==> src/rtl/core/kphd_pkg.sv <==
package kphd_pkg;

    localparam int KEYPOINTS = 17;
    localparam int GRID      = 9;
    localparam int GRID_DIV  = GRID - 1;
    localparam int TOTAL     = KEYPOINTS * GRID * GRID;

    localparam int KP_W    = 5;
    localparam int CELL_W  = 4;
    localparam int CNT_W   = 11;
    localparam int SIZE_W  = 13;
    localparam int DATA_W  = 16;
    localparam int LOC_W   = 14;
    localparam int ADDR_W  = 3;
    localparam int PDATA_W = 32;

    localparam int BASE_W  = CELL_W + SIZE_W;
    localparam int SUM_W   = BASE_W + 5;

    localparam logic REG_MAIN_WIDTH  = 1'b0;
    localparam logic REG_MAIN_HEIGHT = 1'b1;

    localparam int LOC_MIN = -2048;
    localparam int LOC_MAX = 6144;

    // one word handed from the front end to the back end
    typedef struct packed {
        logic signed [DATA_W-1:0] score;
        logic signed [DATA_W-1:0] offset_y;
        logic signed [DATA_W-1:0] offset_x;
        logic [KP_W-1:0]          kp;
        logic [CELL_W-1:0]        cell_x;
        logic [CELL_W-1:0]        cell_y;
        logic                     first;
        logic                     upd;
        logic                     last;
    } item_t;

    typedef struct packed {
        logic signed [DATA_W-1:0] score;
        logic [CELL_W-1:0]        cell_x;
        logic [CELL_W-1:0]        cell_y;
        logic signed [DATA_W-1:0] offset_y;
        logic signed [DATA_W-1:0] offset_x;
    } best_t;

    typedef enum logic [1:0] {
        BK_IDLE,
        BK_UPD,
        BK_EMIT_RD,
        BK_EMIT_OUT
    } back_state_t;

endpackage

==> src/rtl/core/pose_keypoint_heatmap_decoder_top.sv <==
// keypoint heatmap decoder: running per-keypoint argmax over a 9x9 grid, 17 keypoints
// input channel s_*: one word per cell and keypoint, cells row-major, keypoints inner;
// s_frame_end marks the final word of the frame. result channel m_*: on s_frame_end,
// 17 words go out, keypoint 0 first, m_result_last on keypoint 16.
// location = trunc(floor(cell * size / 8) + offset / 16), clamped to [-2048, 6144];
// main_width (addr 0x0) and main_height (addr 0x4) set the image size, write only when idle.
// per input word, the back end does a store read and then a compare and write
// of the keypoint store; a 2-word queue lets s_ready stay high while the back
// end catches up. each result takes a store read, then location math into the
// output register.
// after the frame_end word is taken, the first result passes the update state,
// the store read and the output register. words past the 81st cell of a frame are dropped.
// when m_ready is low the result holds and the back end waits; input words keep
// filling the queue until it is full, then s_ready drops.
// reset: counters, queue and handshakes clear; registers go to 640 x 480; the
// store needs no clearing since the first cell of each frame overwrites it.
module pose_keypoint_heatmap_decoder_top (
    input  logic                                 aclk,
    input  logic                                 aresetn,
    input  logic                                 s_valid,
    output logic                                 s_ready,
    input  logic signed [kphd_pkg::DATA_W-1:0]   s_score,
    input  logic signed [kphd_pkg::DATA_W-1:0]   s_offset_y,
    input  logic signed [kphd_pkg::DATA_W-1:0]   s_offset_x,
    input  logic                                 s_frame_end,
    output logic                                 m_valid,
    input  logic                                 m_ready,
    output logic [kphd_pkg::KP_W-1:0]            m_keypoint,
    output logic signed [kphd_pkg::DATA_W-1:0]   m_confidence,
    output logic signed [kphd_pkg::LOC_W-1:0]    m_location_x,
    output logic signed [kphd_pkg::LOC_W-1:0]    m_location_y,
    output logic                                 m_result_last,
    input  logic                                 psel,
    input  logic                                 penable,
    input  logic                                 pwrite,
    input  logic [kphd_pkg::ADDR_W-1:0]          paddr,
    input  logic [kphd_pkg::PDATA_W-1:0]         pwdata,
    output logic [kphd_pkg::PDATA_W-1:0]         prdata,
    output logic                                 pready
);
    import kphd_pkg::*;

    logic [SIZE_W-1:0] width_reg, width_next;
    logic [SIZE_W-1:0] height_reg, height_next;
    logic              cfg_wr;
    logic              reg_sel;

    logic  q_full;
    logic  q_push;
    logic  q_pop;
    logic  q_not_empty;
    item_t push_item;
    item_t pop_item;

    assign pready  = 1'b1;
    assign cfg_wr  = psel && penable && pwrite;
    assign reg_sel = paddr[2];

    always_comb begin
        width_next  = width_reg;
        height_next = height_reg;
        if (cfg_wr) begin
            if (reg_sel == REG_MAIN_WIDTH) begin
                width_next = pwdata[SIZE_W-1:0];
            end else begin
                height_next = pwdata[SIZE_W-1:0];
            end
        end
    end

    always_comb begin
        if (reg_sel == REG_MAIN_HEIGHT) begin
            prdata = {{(PDATA_W - SIZE_W){1'b0}}, height_reg};
        end else begin
            prdata = {{(PDATA_W - SIZE_W){1'b0}}, width_reg};
        end
    end

    always_ff @(posedge aclk) begin
        if (!aresetn) begin
            width_reg  <= SIZE_W'(640);
            height_reg <= SIZE_W'(480);
        end else begin
            width_reg  <= width_next;
            height_reg <= height_next;
        end
    end

    kphd_front u_front (
        .aclk        (aclk),
        .aresetn     (aresetn),
        .s_valid     (s_valid),
        .s_ready     (s_ready),
        .s_score     (s_score),
        .s_offset_y  (s_offset_y),
        .s_offset_x  (s_offset_x),
        .s_frame_end (s_frame_end),
        .q_full      (q_full),
        .q_push      (q_push),
        .q_item      (push_item)
    );

    kphd_queue u_queue (
        .aclk      (aclk),
        .aresetn   (aresetn),
        .push      (q_push),
        .push_item (push_item),
        .full      (q_full),
        .pop       (q_pop),
        .not_empty (q_not_empty),
        .pop_item  (pop_item)
    );

    kphd_back u_back (
        .aclk          (aclk),
        .aresetn       (aresetn),
        .q_not_empty   (q_not_empty),
        .q_item        (pop_item),
        .q_pop         (q_pop),
        .main_width    (width_reg),
        .main_height   (height_reg),
        .m_valid       (m_valid),
        .m_ready       (m_ready),
        .m_keypoint    (m_keypoint),
        .m_confidence  (m_confidence),
        .m_location_x  (m_location_x),
        .m_location_y  (m_location_y),
        .m_result_last (m_result_last)
    );

endmodule

==> src/rtl/core/kphd_front.sv <==
module kphd_front (
    input  logic                                aclk,
    input  logic                                aresetn,
    input  logic                                s_valid,
    output logic                                s_ready,
    input  logic signed [kphd_pkg::DATA_W-1:0]  s_score,
    input  logic signed [kphd_pkg::DATA_W-1:0]  s_offset_y,
    input  logic signed [kphd_pkg::DATA_W-1:0]  s_offset_x,
    input  logic                                s_frame_end,
    input  logic                                q_full,
    output logic                                q_push,
    output kphd_pkg::item_t                     q_item
);
    import kphd_pkg::*;

    logic [CNT_W-1:0]  cnt_reg, cnt_next;
    logic [KP_W-1:0]   kp_reg, kp_next;
    logic [CELL_W-1:0] cx_reg, cx_next;
    logic [CELL_W-1:0] cy_reg, cy_next;
    logic              in_grid;

    assign s_ready = !q_full;
    assign q_push  = s_valid && !q_full;
    assign in_grid = cnt_reg < CNT_W'(TOTAL);

    always_comb begin
        q_item.score    = s_score;
        q_item.offset_y = s_offset_y;
        q_item.offset_x = s_offset_x;
        q_item.kp       = kp_reg;
        q_item.cell_x   = cx_reg;
        q_item.cell_y   = cy_reg;
        q_item.first    = cnt_reg < CNT_W'(KEYPOINTS);
        q_item.upd      = in_grid;
        q_item.last     = s_frame_end;
    end

    // keypoint inner, then cell x, then cell y
    always_comb begin
        cnt_next = cnt_reg;
        kp_next  = kp_reg;
        cx_next  = cx_reg;
        cy_next  = cy_reg;
        if (q_push) begin
            if (s_frame_end) begin
                cnt_next = '0;
                kp_next  = '0;
                cx_next  = '0;
                cy_next  = '0;
            end else if (in_grid) begin
                cnt_next = cnt_reg + 1'b1;
                if (kp_reg == KP_W'(KEYPOINTS - 1)) begin
                    kp_next = '0;
                    if (cx_reg == CELL_W'(GRID - 1)) begin
                        cx_next = '0;
                        cy_next = cy_reg + 1'b1;
                    end else begin
                        cx_next = cx_reg + 1'b1;
                    end
                end else begin
                    kp_next = kp_reg + 1'b1;
                end
            end
        end
    end

    always_ff @(posedge aclk) begin
        if (!aresetn) begin
            cnt_reg <= '0;
            kp_reg  <= '0;
            cx_reg  <= '0;
            cy_reg  <= '0;
        end else begin
            cnt_reg <= cnt_next;
            kp_reg  <= kp_next;
            cx_reg  <= cx_next;
            cy_reg  <= cy_next;
        end
    end

endmodule

==> src/rtl/core/kphd_queue.sv <==
module kphd_queue (
    input  logic            aclk,
    input  logic            aresetn,
    input  logic            push,
    input  kphd_pkg::item_t push_item,
    output logic            full,
    input  logic            pop,
    output logic            not_empty,
    output kphd_pkg::item_t pop_item
);
    import kphd_pkg::*;

    item_t       slot_reg [2];
    logic        wr_ptr_reg, wr_ptr_next;
    logic        rd_ptr_reg, rd_ptr_next;
    logic [1:0]  fill_reg, fill_next;

    assign full      = fill_reg == 2'd2;
    assign not_empty = fill_reg != 2'd0;
    assign pop_item  = slot_reg[rd_ptr_reg];

    always_comb begin
        wr_ptr_next = push ? !wr_ptr_reg : wr_ptr_reg;
        rd_ptr_next = pop  ? !rd_ptr_reg : rd_ptr_reg;
        fill_next   = fill_reg;
        if (push && !pop) begin
            fill_next = fill_reg + 1'b1;
        end else if (pop && !push) begin
            fill_next = fill_reg - 1'b1;
        end
    end

    always_ff @(posedge aclk) begin
        if (push) begin
            slot_reg[wr_ptr_reg] <= push_item;
        end
    end

    always_ff @(posedge aclk) begin
        if (!aresetn) begin
            wr_ptr_reg <= 1'b0;
            rd_ptr_reg <= 1'b0;
            fill_reg   <= '0;
        end else begin
            wr_ptr_reg <= wr_ptr_next;
            rd_ptr_reg <= rd_ptr_next;
            fill_reg   <= fill_next;
        end
    end

endmodule

==> src/rtl/core/kphd_back.sv <==
module kphd_back (
    input  logic                                aclk,
    input  logic                                aresetn,
    input  logic                                q_not_empty,
    input  kphd_pkg::item_t                     q_item,
    output logic                                q_pop,
    input  logic [kphd_pkg::SIZE_W-1:0]         main_width,
    input  logic [kphd_pkg::SIZE_W-1:0]         main_height,
    output logic                                m_valid,
    input  logic                                m_ready,
    output logic [kphd_pkg::KP_W-1:0]           m_keypoint,
    output logic signed [kphd_pkg::DATA_W-1:0]  m_confidence,
    output logic signed [kphd_pkg::LOC_W-1:0]   m_location_x,
    output logic signed [kphd_pkg::LOC_W-1:0]   m_location_y,
    output logic                                m_result_last
);
    import kphd_pkg::*;

    function automatic logic signed [LOC_W-1:0] locate(
        input logic [CELL_W-1:0]        cell_idx,
        input logic [SIZE_W-1:0]        size,
        input logic signed [DATA_W-1:0] off
    );
        logic [BASE_W-1:0]        base;
        logic signed [SUM_W-1:0]  s;
        logic signed [SUM_W-1:0]  q;
        base = BASE_W'((BASE_W'(cell_idx) * BASE_W'(size)) / GRID_DIV);
        s = $signed({1'b0, base, 4'b0000}) + SUM_W'(off);
        // round toward zero before dropping the fraction
        if (s < 0) begin
            s = s + SUM_W'(15);
        end
        q = s >>> 4;
        if (q < SUM_W'(LOC_MIN)) begin
            q = SUM_W'(LOC_MIN);
        end else if (q > SUM_W'(LOC_MAX)) begin
            q = SUM_W'(LOC_MAX);
        end
        return q[LOC_W-1:0];
    endfunction

    back_state_t state_reg, state_next;
    item_t       cur_reg, cur_next;
    logic [KP_W-1:0] idx_reg, idx_next;

    best_t           store [KEYPOINTS];
    best_t           rd_data_reg;
    logic [KP_W-1:0] rd_addr;
    logic            wr_en;
    best_t           wr_data;

    logic                     m_valid_reg, m_valid_next;
    logic [KP_W-1:0]          kp_out_reg;
    logic signed [DATA_W-1:0] conf_reg;
    logic signed [LOC_W-1:0]  loc_x_reg;
    logic signed [LOC_W-1:0]  loc_y_reg;
    logic                     last_out_reg;
    logic                     out_load;

    assign m_valid       = m_valid_reg;
    assign m_keypoint    = kp_out_reg;
    assign m_confidence  = conf_reg;
    assign m_location_x  = loc_x_reg;
    assign m_location_y  = loc_y_reg;
    assign m_result_last = last_out_reg;

    always_comb begin
        state_next = state_reg;
        case (state_reg)
            BK_IDLE: begin
                if (q_not_empty) begin
                    state_next = BK_UPD;
                end
            end
            BK_UPD: begin
                state_next = cur_reg.last ? BK_EMIT_RD : BK_IDLE;
            end
            BK_EMIT_RD: begin
                state_next = BK_EMIT_OUT;
            end
            BK_EMIT_OUT: begin
                if (out_load) begin
                    state_next = (idx_reg == KP_W'(KEYPOINTS - 1)) ? BK_IDLE : BK_EMIT_RD;
                end
            end
            default: begin
                state_next = BK_IDLE;
            end
        endcase
    end

    always_comb begin
        q_pop    = 1'b0;
        cur_next = cur_reg;
        idx_next = idx_reg;
        rd_addr  = idx_reg;
        wr_en    = 1'b0;
        out_load = 1'b0;
        wr_data.score    = cur_reg.score;
        wr_data.cell_x   = cur_reg.cell_x;
        wr_data.cell_y   = cur_reg.cell_y;
        wr_data.offset_y = cur_reg.offset_y;
        wr_data.offset_x = cur_reg.offset_x;
        case (state_reg)
            BK_IDLE: begin
                q_pop    = q_not_empty;
                cur_next = q_item;
                rd_addr  = q_item.kp;
            end
            BK_UPD: begin
                // first cell writes unconditionally, later cells only on a strictly higher score
                wr_en    = cur_reg.upd && (cur_reg.first || cur_reg.score > rd_data_reg.score);
                idx_next = '0;
            end
            BK_EMIT_RD: begin
                rd_addr = idx_reg;
            end
            BK_EMIT_OUT: begin
                out_load = !m_valid_reg || m_ready;
                if (out_load) begin
                    idx_next = idx_reg + 1'b1;
                end
            end
            default: begin
                q_pop = 1'b0;
            end
        endcase
    end

    always_comb begin
        if (out_load) begin
            m_valid_next = 1'b1;
        end else if (m_ready) begin
            m_valid_next = 1'b0;
        end else begin
            m_valid_next = m_valid_reg;
        end
    end

    always_ff @(posedge aclk) begin
        if (wr_en) begin
            store[cur_reg.kp] <= wr_data;
        end
        rd_data_reg <= store[rd_addr];
    end

    always_ff @(posedge aclk) begin
        cur_reg <= cur_next;
        if (out_load) begin
            kp_out_reg   <= idx_reg;
            conf_reg     <= rd_data_reg.score;
            loc_x_reg    <= locate(rd_data_reg.cell_x, main_width, rd_data_reg.offset_x);
            loc_y_reg    <= locate(rd_data_reg.cell_y, main_height, rd_data_reg.offset_y);
            last_out_reg <= idx_reg == KP_W'(KEYPOINTS - 1);
        end
    end

    always_ff @(posedge aclk) begin
        if (!aresetn) begin
            state_reg   <= BK_IDLE;
            idx_reg     <= '0;
            m_valid_reg <= 1'b0;
        end else begin
            state_reg   <= state_next;
            idx_reg     <= idx_next;
            m_valid_reg <= m_valid_next;
        end
    end

endmodule
==> config.mk <==
export PLATFORM = sky130hd
export DESIGN_NAME = pose_keypoint_heatmap_decoder_top
export DESIGN_NICKNAME = d
export VERILOG_FILES = /design/src/rtl/core/kphd_pkg.sv /design/src/rtl/core/pose_keypoint_heatmap_decoder_top.sv /design/src/rtl/core/kphd_front.sv /design/src/rtl/core/kphd_queue.sv /design/src/rtl/core/kphd_back.sv
export SDC_FILE = /design/constraint.sdc
export NUM_CORES = 2
export LEC_CHECK = 0
export BUFFER_PORTS_ARGS = -buffer_cell sky130_fd_sc_hd__buf_4
export CAP_MARGIN = 20
export CELL_PAD_IN_SITES_DETAIL_PLACEMENT = 0
export CELL_PAD_IN_SITES_GLOBAL_PLACEMENT = 2
export CORE_AREA = 4 4 403 405
export DETAILED_ROUTE_END_ITERATION = 6
export DIE_AREA = 0 0 407 409
export PLACE_DENSITY = 0.73
export SYNTH_ARGS = -nofsm -noshare
export SYNTH_HDL_FRONTEND = slang
export SYNTH_HIERARCHICAL = 1
export SYNTH_SLANG_ARGS = --single-unit
==> constraint.sdc <==
create_clock -name aclk -period 10.2 [get_ports aclk]
set_clock_uncertainty 0.1 [all_clocks]
set_input_delay 3.06 -clock aclk [delete_from_list [all_inputs] [get_ports aclk]]
set_output_delay 3.06 -clock aclk [all_outputs]
set_load 0.005 [all_outputs]
* Yosys cells after proc, flatten, opt, wreduce, memory -nomap -nowiden
Memory sizes are Yosys's and may differ from the RTL's. A register that Yosys moved wholly into a read port is not among the register bits. Index checks and enable logic that the tools add are counted.
Word-level totals: flip-flop bits (word level) 176, RAM bits 1080, bits of input ports 91, output and inout bits 85, word-level logic and storage cells 135, memories kept 2
Cells by class: add/sub/neg operators 11, multipliers 2, order comparisons 9, equal/unequal tests 10, multiplexer cells 41, bitwise operators 1, reductions and logical operators 31
Memory list:
- u_back.store | depth 17, width 56, rd ports 1, clocked after Yosys merged registers in 1, wr ports 1, line kphd_back.sv:46 | best_t store [KEYPOINTS];
- u_queue.slot_reg | depth 2, width 64, rd ports 1, clocked after Yosys merged registers in 1, wr ports 1, line kphd_queue.sv:13 | item_t slot_reg [2];
Operators with widths (number):
- 22-bit two-way mux | 4
- 20-bit by 5-bit adder with 21-bit output, second input constant | 2
- 19-bit by 16-bit adder with 20-bit output | 2
- 20-bit by 1-bit less-than comparator with 1-bit output, second input constant | 2
- 18-bit by 14-bit greater-than comparator with 1-bit output, second input constant | 2
- 18-bit by 12-bit less-than comparator with 1-bit output, second input constant | 2
- 4-bit by 13-bit multiplier with 17-bit output | 2
- 4-bit two-way mux | 8
- 14-bit two-way mux | 2
- 5-bit two-way mux | 5
- 11-bit two-way mux | 2
- 16-bit greater-than comparator | 1
- 2-bit nonzero test | 7
- 13-bit two-way mux | 1
- 2-bit two-way mux | 6
- 11-bit by 1-bit adder with 11-bit output, second input constant | 1
- 11-bit less-than comparator, second input constant | 1
- 11-bit by 5-bit less-than comparator with 1-bit output, second input constant | 1
- 1-bit two-way mux | 11
- 5-bit by 1-bit adder with 5-bit output, second input constant | 2
- 5-bit equality test, second input constant | 2
- 5-bit one-hot mux with 2 select lines | 1
- 2-bit AND reduction | 5
- 4-bit by 1-bit adder with 4-bit output, second input constant | 2
- 15 further kinds | 31

* Logic depth before layout (Yosys ltp)
word-level depth 7, gate-level depth with buffers 30, depth with buffers taken out 27

* Hierarchy
Netlist, hierarchy kept.
By module, submodules not included:
- kphd_back | times used 1, cells each 2862, area each 47269.1 sq um, seq. area each 33291.9 sq um
- kphd_queue | times used 1, cells each 221, area each 4860.9 sq um, seq. area each 3943.8 sq um
- kphd_front | times used 1, cells each 219, area each 1729.2 sq um, seq. area each 480.5 sq um
- pose_keypoint_heatmap_decoder_top | times used 1, cells each 143, area each 1362.6 sq um, seq. area each 520.5 sq um

* Worst setup path after synthesis
OpenSTA, ideal clock, no wires.
kind register to register, start point register u_back/cur_reg[49] (netlist bit), end point memory u_back/store[1][0] (netlist bit) (enable), setup time 0.538 ns, arrival time 6.329 ns, data required time 9.562 ns, setup slack 3.232 ns, stages on the path, launching flop included 12, path buffers 0, clock period less this slack 6.968 ns, cells stage by stage edfxtp_1 -> ha_1 -> nor2b_1 -> o21a_1 -> o21a_1 -> o21ai_0 -> a21oi_1 -> o31a_1 -> or3_1 -> o311ai_0 -> nand3b_1 -> nor3_1
Between the ends: word-level cells in the longest chain between the ends 6
RTL lines:
- from (decl) | line kphd_back.sv:43 | item_t cur_reg, cur_next;
- from (signal assigned) | line kphd_back.sv:148 | cur_reg <= cur_next;
- 16-bit greater-than comparator | line kphd_back.sv:112 | wr_en = cur_reg.upd && (cur_reg.first || cur_reg.score > rd_data_reg.score);
- 1-bit logical OR | line kphd_back.sv:112
- 1-bit logical AND | line kphd_back.sv:112
- 1-bit two-way mux | line kphd_back.sv:104 | case (state_reg)
- 1-bit two-way mux | line kphd_back.sv:141 | if (wr_en) begin
- 1-bit two-way mux (implied by the code) | line kphd_back.sv:142 | store[cur_reg.kp] <= wr_data;
- to (decl) | line kphd_back.sv:46
No other way between the ends.

* Final worst setup path
start point register, netlist name u_back/rd_data_reg[35], end point register u_back.loc_y_reg[3] (netlist: u_back/m_location_y[3]), data pin
Between the ends: word-level cells in the longest chain between the ends 7, elaborated cells on any way between the ends 9, classes of those cells add/sub: 2; mul: 1; order compare: 3; mux: 2; reduce/logical: 1
RTL lines:
- 4-bit by 13-bit multiplier with 17-bit output (*) | line kphd_back.sv:27 | base = BASE_W'((BASE_W'(cell_idx) * BASE_W'(size)) / GRID_DIV);
- 19-bit by 16-bit adder with 20-bit output (*) | line kphd_back.sv:28 | s = $signed({1'b0, base, 4'b0000}) + SUM_W'(off);
- 20-bit by 5-bit adder with 21-bit output / 20-bit by 1-bit less-than comparator with 1-bit output (equally long branches) | line kphd_back.sv:31, kphd_back.sv:30
- 22-bit two-way mux (*) | line kphd_back.sv:30 | if (s < 0) begin
- 22-bit two-way mux (*) | line kphd_back.sv:149 | if (out_load) begin
- 18-bit by 14-bit greater-than comparator with 1-bit output / 18-bit by 12-bit less-than comparator with 1-bit output (equally long branches) | line kphd_back.sv:36, kphd_back.sv:34
- 2-bit OR reduction (no line)
- to (signal assigned) | line kphd_back.sv:153 | loc_y_reg <= locate(rd_data_reg.cell_y, main_height, rd_data_reg.offset_y);
- to (decl) | line kphd_back.sv:56 | logic signed [LOC_W-1:0] loc_y_reg;
Mark *: on every way between the ends. The rest lies on a longest branch, timed or not. The select of a mux whose other input is x is not followed. A chain may end at the register's enable or synchronous reset.

==> flow_summary.ini <==
[run_status]
status = complete, no violations

[sta]
hold_viol_final = 0
rsz0062_at_grt = false
setup_viol = 0
period_minus_slack_ns = 7.90
setup_slack_ns = 2.30
tightest_slew_ns = 1.12
timing.fmax_mhz = 127
drv_slew = 0
maxSlewHeadroom_pct = 25.4
finalCritPeriodShare_pct = 77.4
fin_setup_tns_ns = 0

[synth]
yosys.area_share.simple_pct = 7.61
synth-adder-area-share_pct = 3.77
synth_area_per_cell_um2 = 16.0
synth_top_area_share_pct = 64.9
synthCells = 3445
netlist_area_um2 = 55200
synthXorXnorAreaFrac_pct = 1.22
synth_top_family_by_area = multiplexers
synth_compound_gate_area_share_pct = 3.74
yosysSeqAreaShare_pct = 69.2
yosysWarnings = 6
synth-seq-cells = 1313
ys.flop_type = edfxtp_1
synth_edf_count = 1194
ys_top_cells_by_area = edfxtp_1 (65%), mux4_2 (9.1%), dfxtp_1 (4.3%), nand2_1 (3.1%), ha_1 (2.1%)
ys_async_sr_fraction_pct = 0
ys_types = 84
yosys.area.top_type = edfxtp_1
muxShareOfSynthArea_pct = 11.4

[global_route]
grt_pass1_wl_um = 192000
antenna_found_initial = 7
grt_pass1_vias = 29600
grt.total_usage_pct = 15.5
grt_max_degree = 157
grt.overflow.total = 0

[floorplanning]
core_um2 = 158000
pin_count = 176
dieArea_um2 = 166000
num_rows = 146
dieHeight_um = 409
start_util_pct = 34.9
die_x_um = 407

[routing]
drtPass1Iterations = 5
wirelength_um = 129000
initialDrtViolationCount = 2424
drtAntennaViolNets = 0
drc = 0
wl_per_cell_um = 22.4
via_count = 29000
viasPerCell = 5.04

[final_layout]
largest_reg_flops = 952
finalNetCount = 3814
layout_common_cells = edfxtp_1 (1194), nand2_1 (457), mux4_2 (224), buf_4 (180), o21ai_0 (161)
num_antenna_cells = 0
fillers = 14300
area_growth_pct = 14.1
drive_gt1_share_pct = 20.0
layout_commonest_cell = edfxtp_1

[worst_setup_path]
worstPathMaxFanout = 13
cp_slowest_cell = a21oi_1
crit_type = reg2reg
start_kind = register
slowest_delay_ns = 0.64
critPathRequiredTime_ns = 10.57
end_kind = register
cp_top_family = compound AO/OA/AOI/OAI gates
crit_buf_inv = 2
arrival_ns = 8.27

[run]
drv_cap = 0

[cts]
cts_tree = built
ctsResizeCount = 0
ctsHtreeMaxLevel = 4
path_clk_slew_ns = 0.06
root_buffer = clkbuf_16
cts.path.max_buffers = 3
cts_setup_buffers = 0
clk_latency_ns = 0.76
cts_hold_buf = 0
cts-buffers-inserted = 141
cts.sinks = 1313

[placed_design]
dp_slack_ns = 2.18
io_buffers = 134
gp_congestion = 0.737
dp_hpwl_um = 71300

[power_and_ir_drop]
power_density_nw_per_um2 = 322
power_mw = 20.3
leakage_nw = 21.6
irDropWorstVdd_v = 0.000290

[hold_path]
hold_class = reg2reg
## path summary, 6_finish.rpt
kind / cells past startpoint / from / slack [ns] / end
max: 27 / u_back/rd_data_reg[35] / 2.30 / u_back/m_location_y[3]
min: 2 / u_back/store[16][53] / 0.33 / u_back/rd_data_reg[53]
max reg2reg: 27 / u_back/rd_data_reg[35] / 2.30 / u_back/m_location_y[3]
min reg2reg: 2 / u_back/store[16][53] / 0.33 / u_back/rd_data_reg[53]
## cells by family after synthesis
family	after synthesis
flops	1313
simple gates	899
buf+inv	341
mux	338
compound gates	336
fa+ha+maj	139
xor+xnor	77
other cells	2
## cell type report
type	count	area (um2)	area share, %
tap	2072	2590	4.11
clock buffer	180	3850	6.11
timing repair buffer	183	1420	2.25
inverter	136	510	0.810
sequential	1313	38200	60.7
clock inverter	72	798	1.27
multi-input combinational	1809	15600	24.8
## worst register-to-register path, cell delays in order, from the launching register on
cell	delay (ns)
dfxtp_1	0.44
and2_1	0.23
fa_1	0.54
inv_1	0.06
fa_1	0.53
inv_1	0.04
ha_1	0.32
nor2b_1	0.14
o21ai_0	0.19
a21boi_0	0.15
o21ai_0	0.24
a21boi_0	0.16
o21ai_0	0.25
a21oi_1	0.13
o41ai_1	0.56
mux2i_1	0.18
a2111o_1	0.33
ha_1	0.22
nor2_1	0.18
o211ai_1	0.15
a2111oi_0	0.57
o31ai_1	0.19
and2_4	0.24
o41a_1	0.43
a21oi_1	0.16
o311ai_1	0.12
a21oi_1	0.64
nor2_1	0.12
## cell usage after synthesis, types with 6 or more instances
cell type,instances
a2111oi_0,7
a211oi_1,8
a21boi_0,6
a21o_1,15
a21oi_1,50
a31oi_1,13
and2_1,83
and3_1,10
buf_1,7
buf_2,25
buf_4,73
buf_6,9
clkbuf_1,90
dfxtp_1,119
edfxtp_1,1194
fa_1,46
ha_1,93
inv_1,136
mux2_2,79
mux2i_1,35
mux4_2,224
nand2_1,457
nand2b_1,12
nand3_1,84
nand3b_1,11
nand4_1,10
nor2_1,104
nor2b_1,36
nor3_1,32
nor4_1,8
o211ai_1,8
o21a_1,13
o21ai_0,162
o31ai_1,7
or2_2,6
or3_1,12
or4_1,6
xnor2_1,48
xor2_1,29
## layer usage
metal	wire length, um	up-vias	GRT usage (%)	share of wire, %
met3	8440	140	3.23	6.5
met1	57500	14900	21.8	45
li1	-	13200	-	-
met5	20	-	0	0.015
met2	61200	728	24.9	47
met4	1930	2	3.31	1.5
## power by group
| group | switching (mW) | internal [mW] | leakage, nW | total [mW] |
|---|---|---|---|---|
| registers | 0.737 | 7.18 | 11.9 | 7.91 |
| logic | 4.38 | 2.89 | 7.52 | 7.27 |
| clock network | 2.06 | 3.07 | 2.26 | 5.13 |
## stage by stage
stage	area (um2)	std cells	utilization (%)	hold WS, ns
6_report	63000	5765	39.8	0.334
4_1_cts	63000	5765	39.8	0.335
2_1_floorplan	55300	3463	-	0.308
3_5_place_dp	58400	5513	36.8	0.318
3_3_place_gp	58300	5512	36.8	0.324
5_1_grt	63000	5765	39.8	0.347
Power figures use the tool's default switching activity.
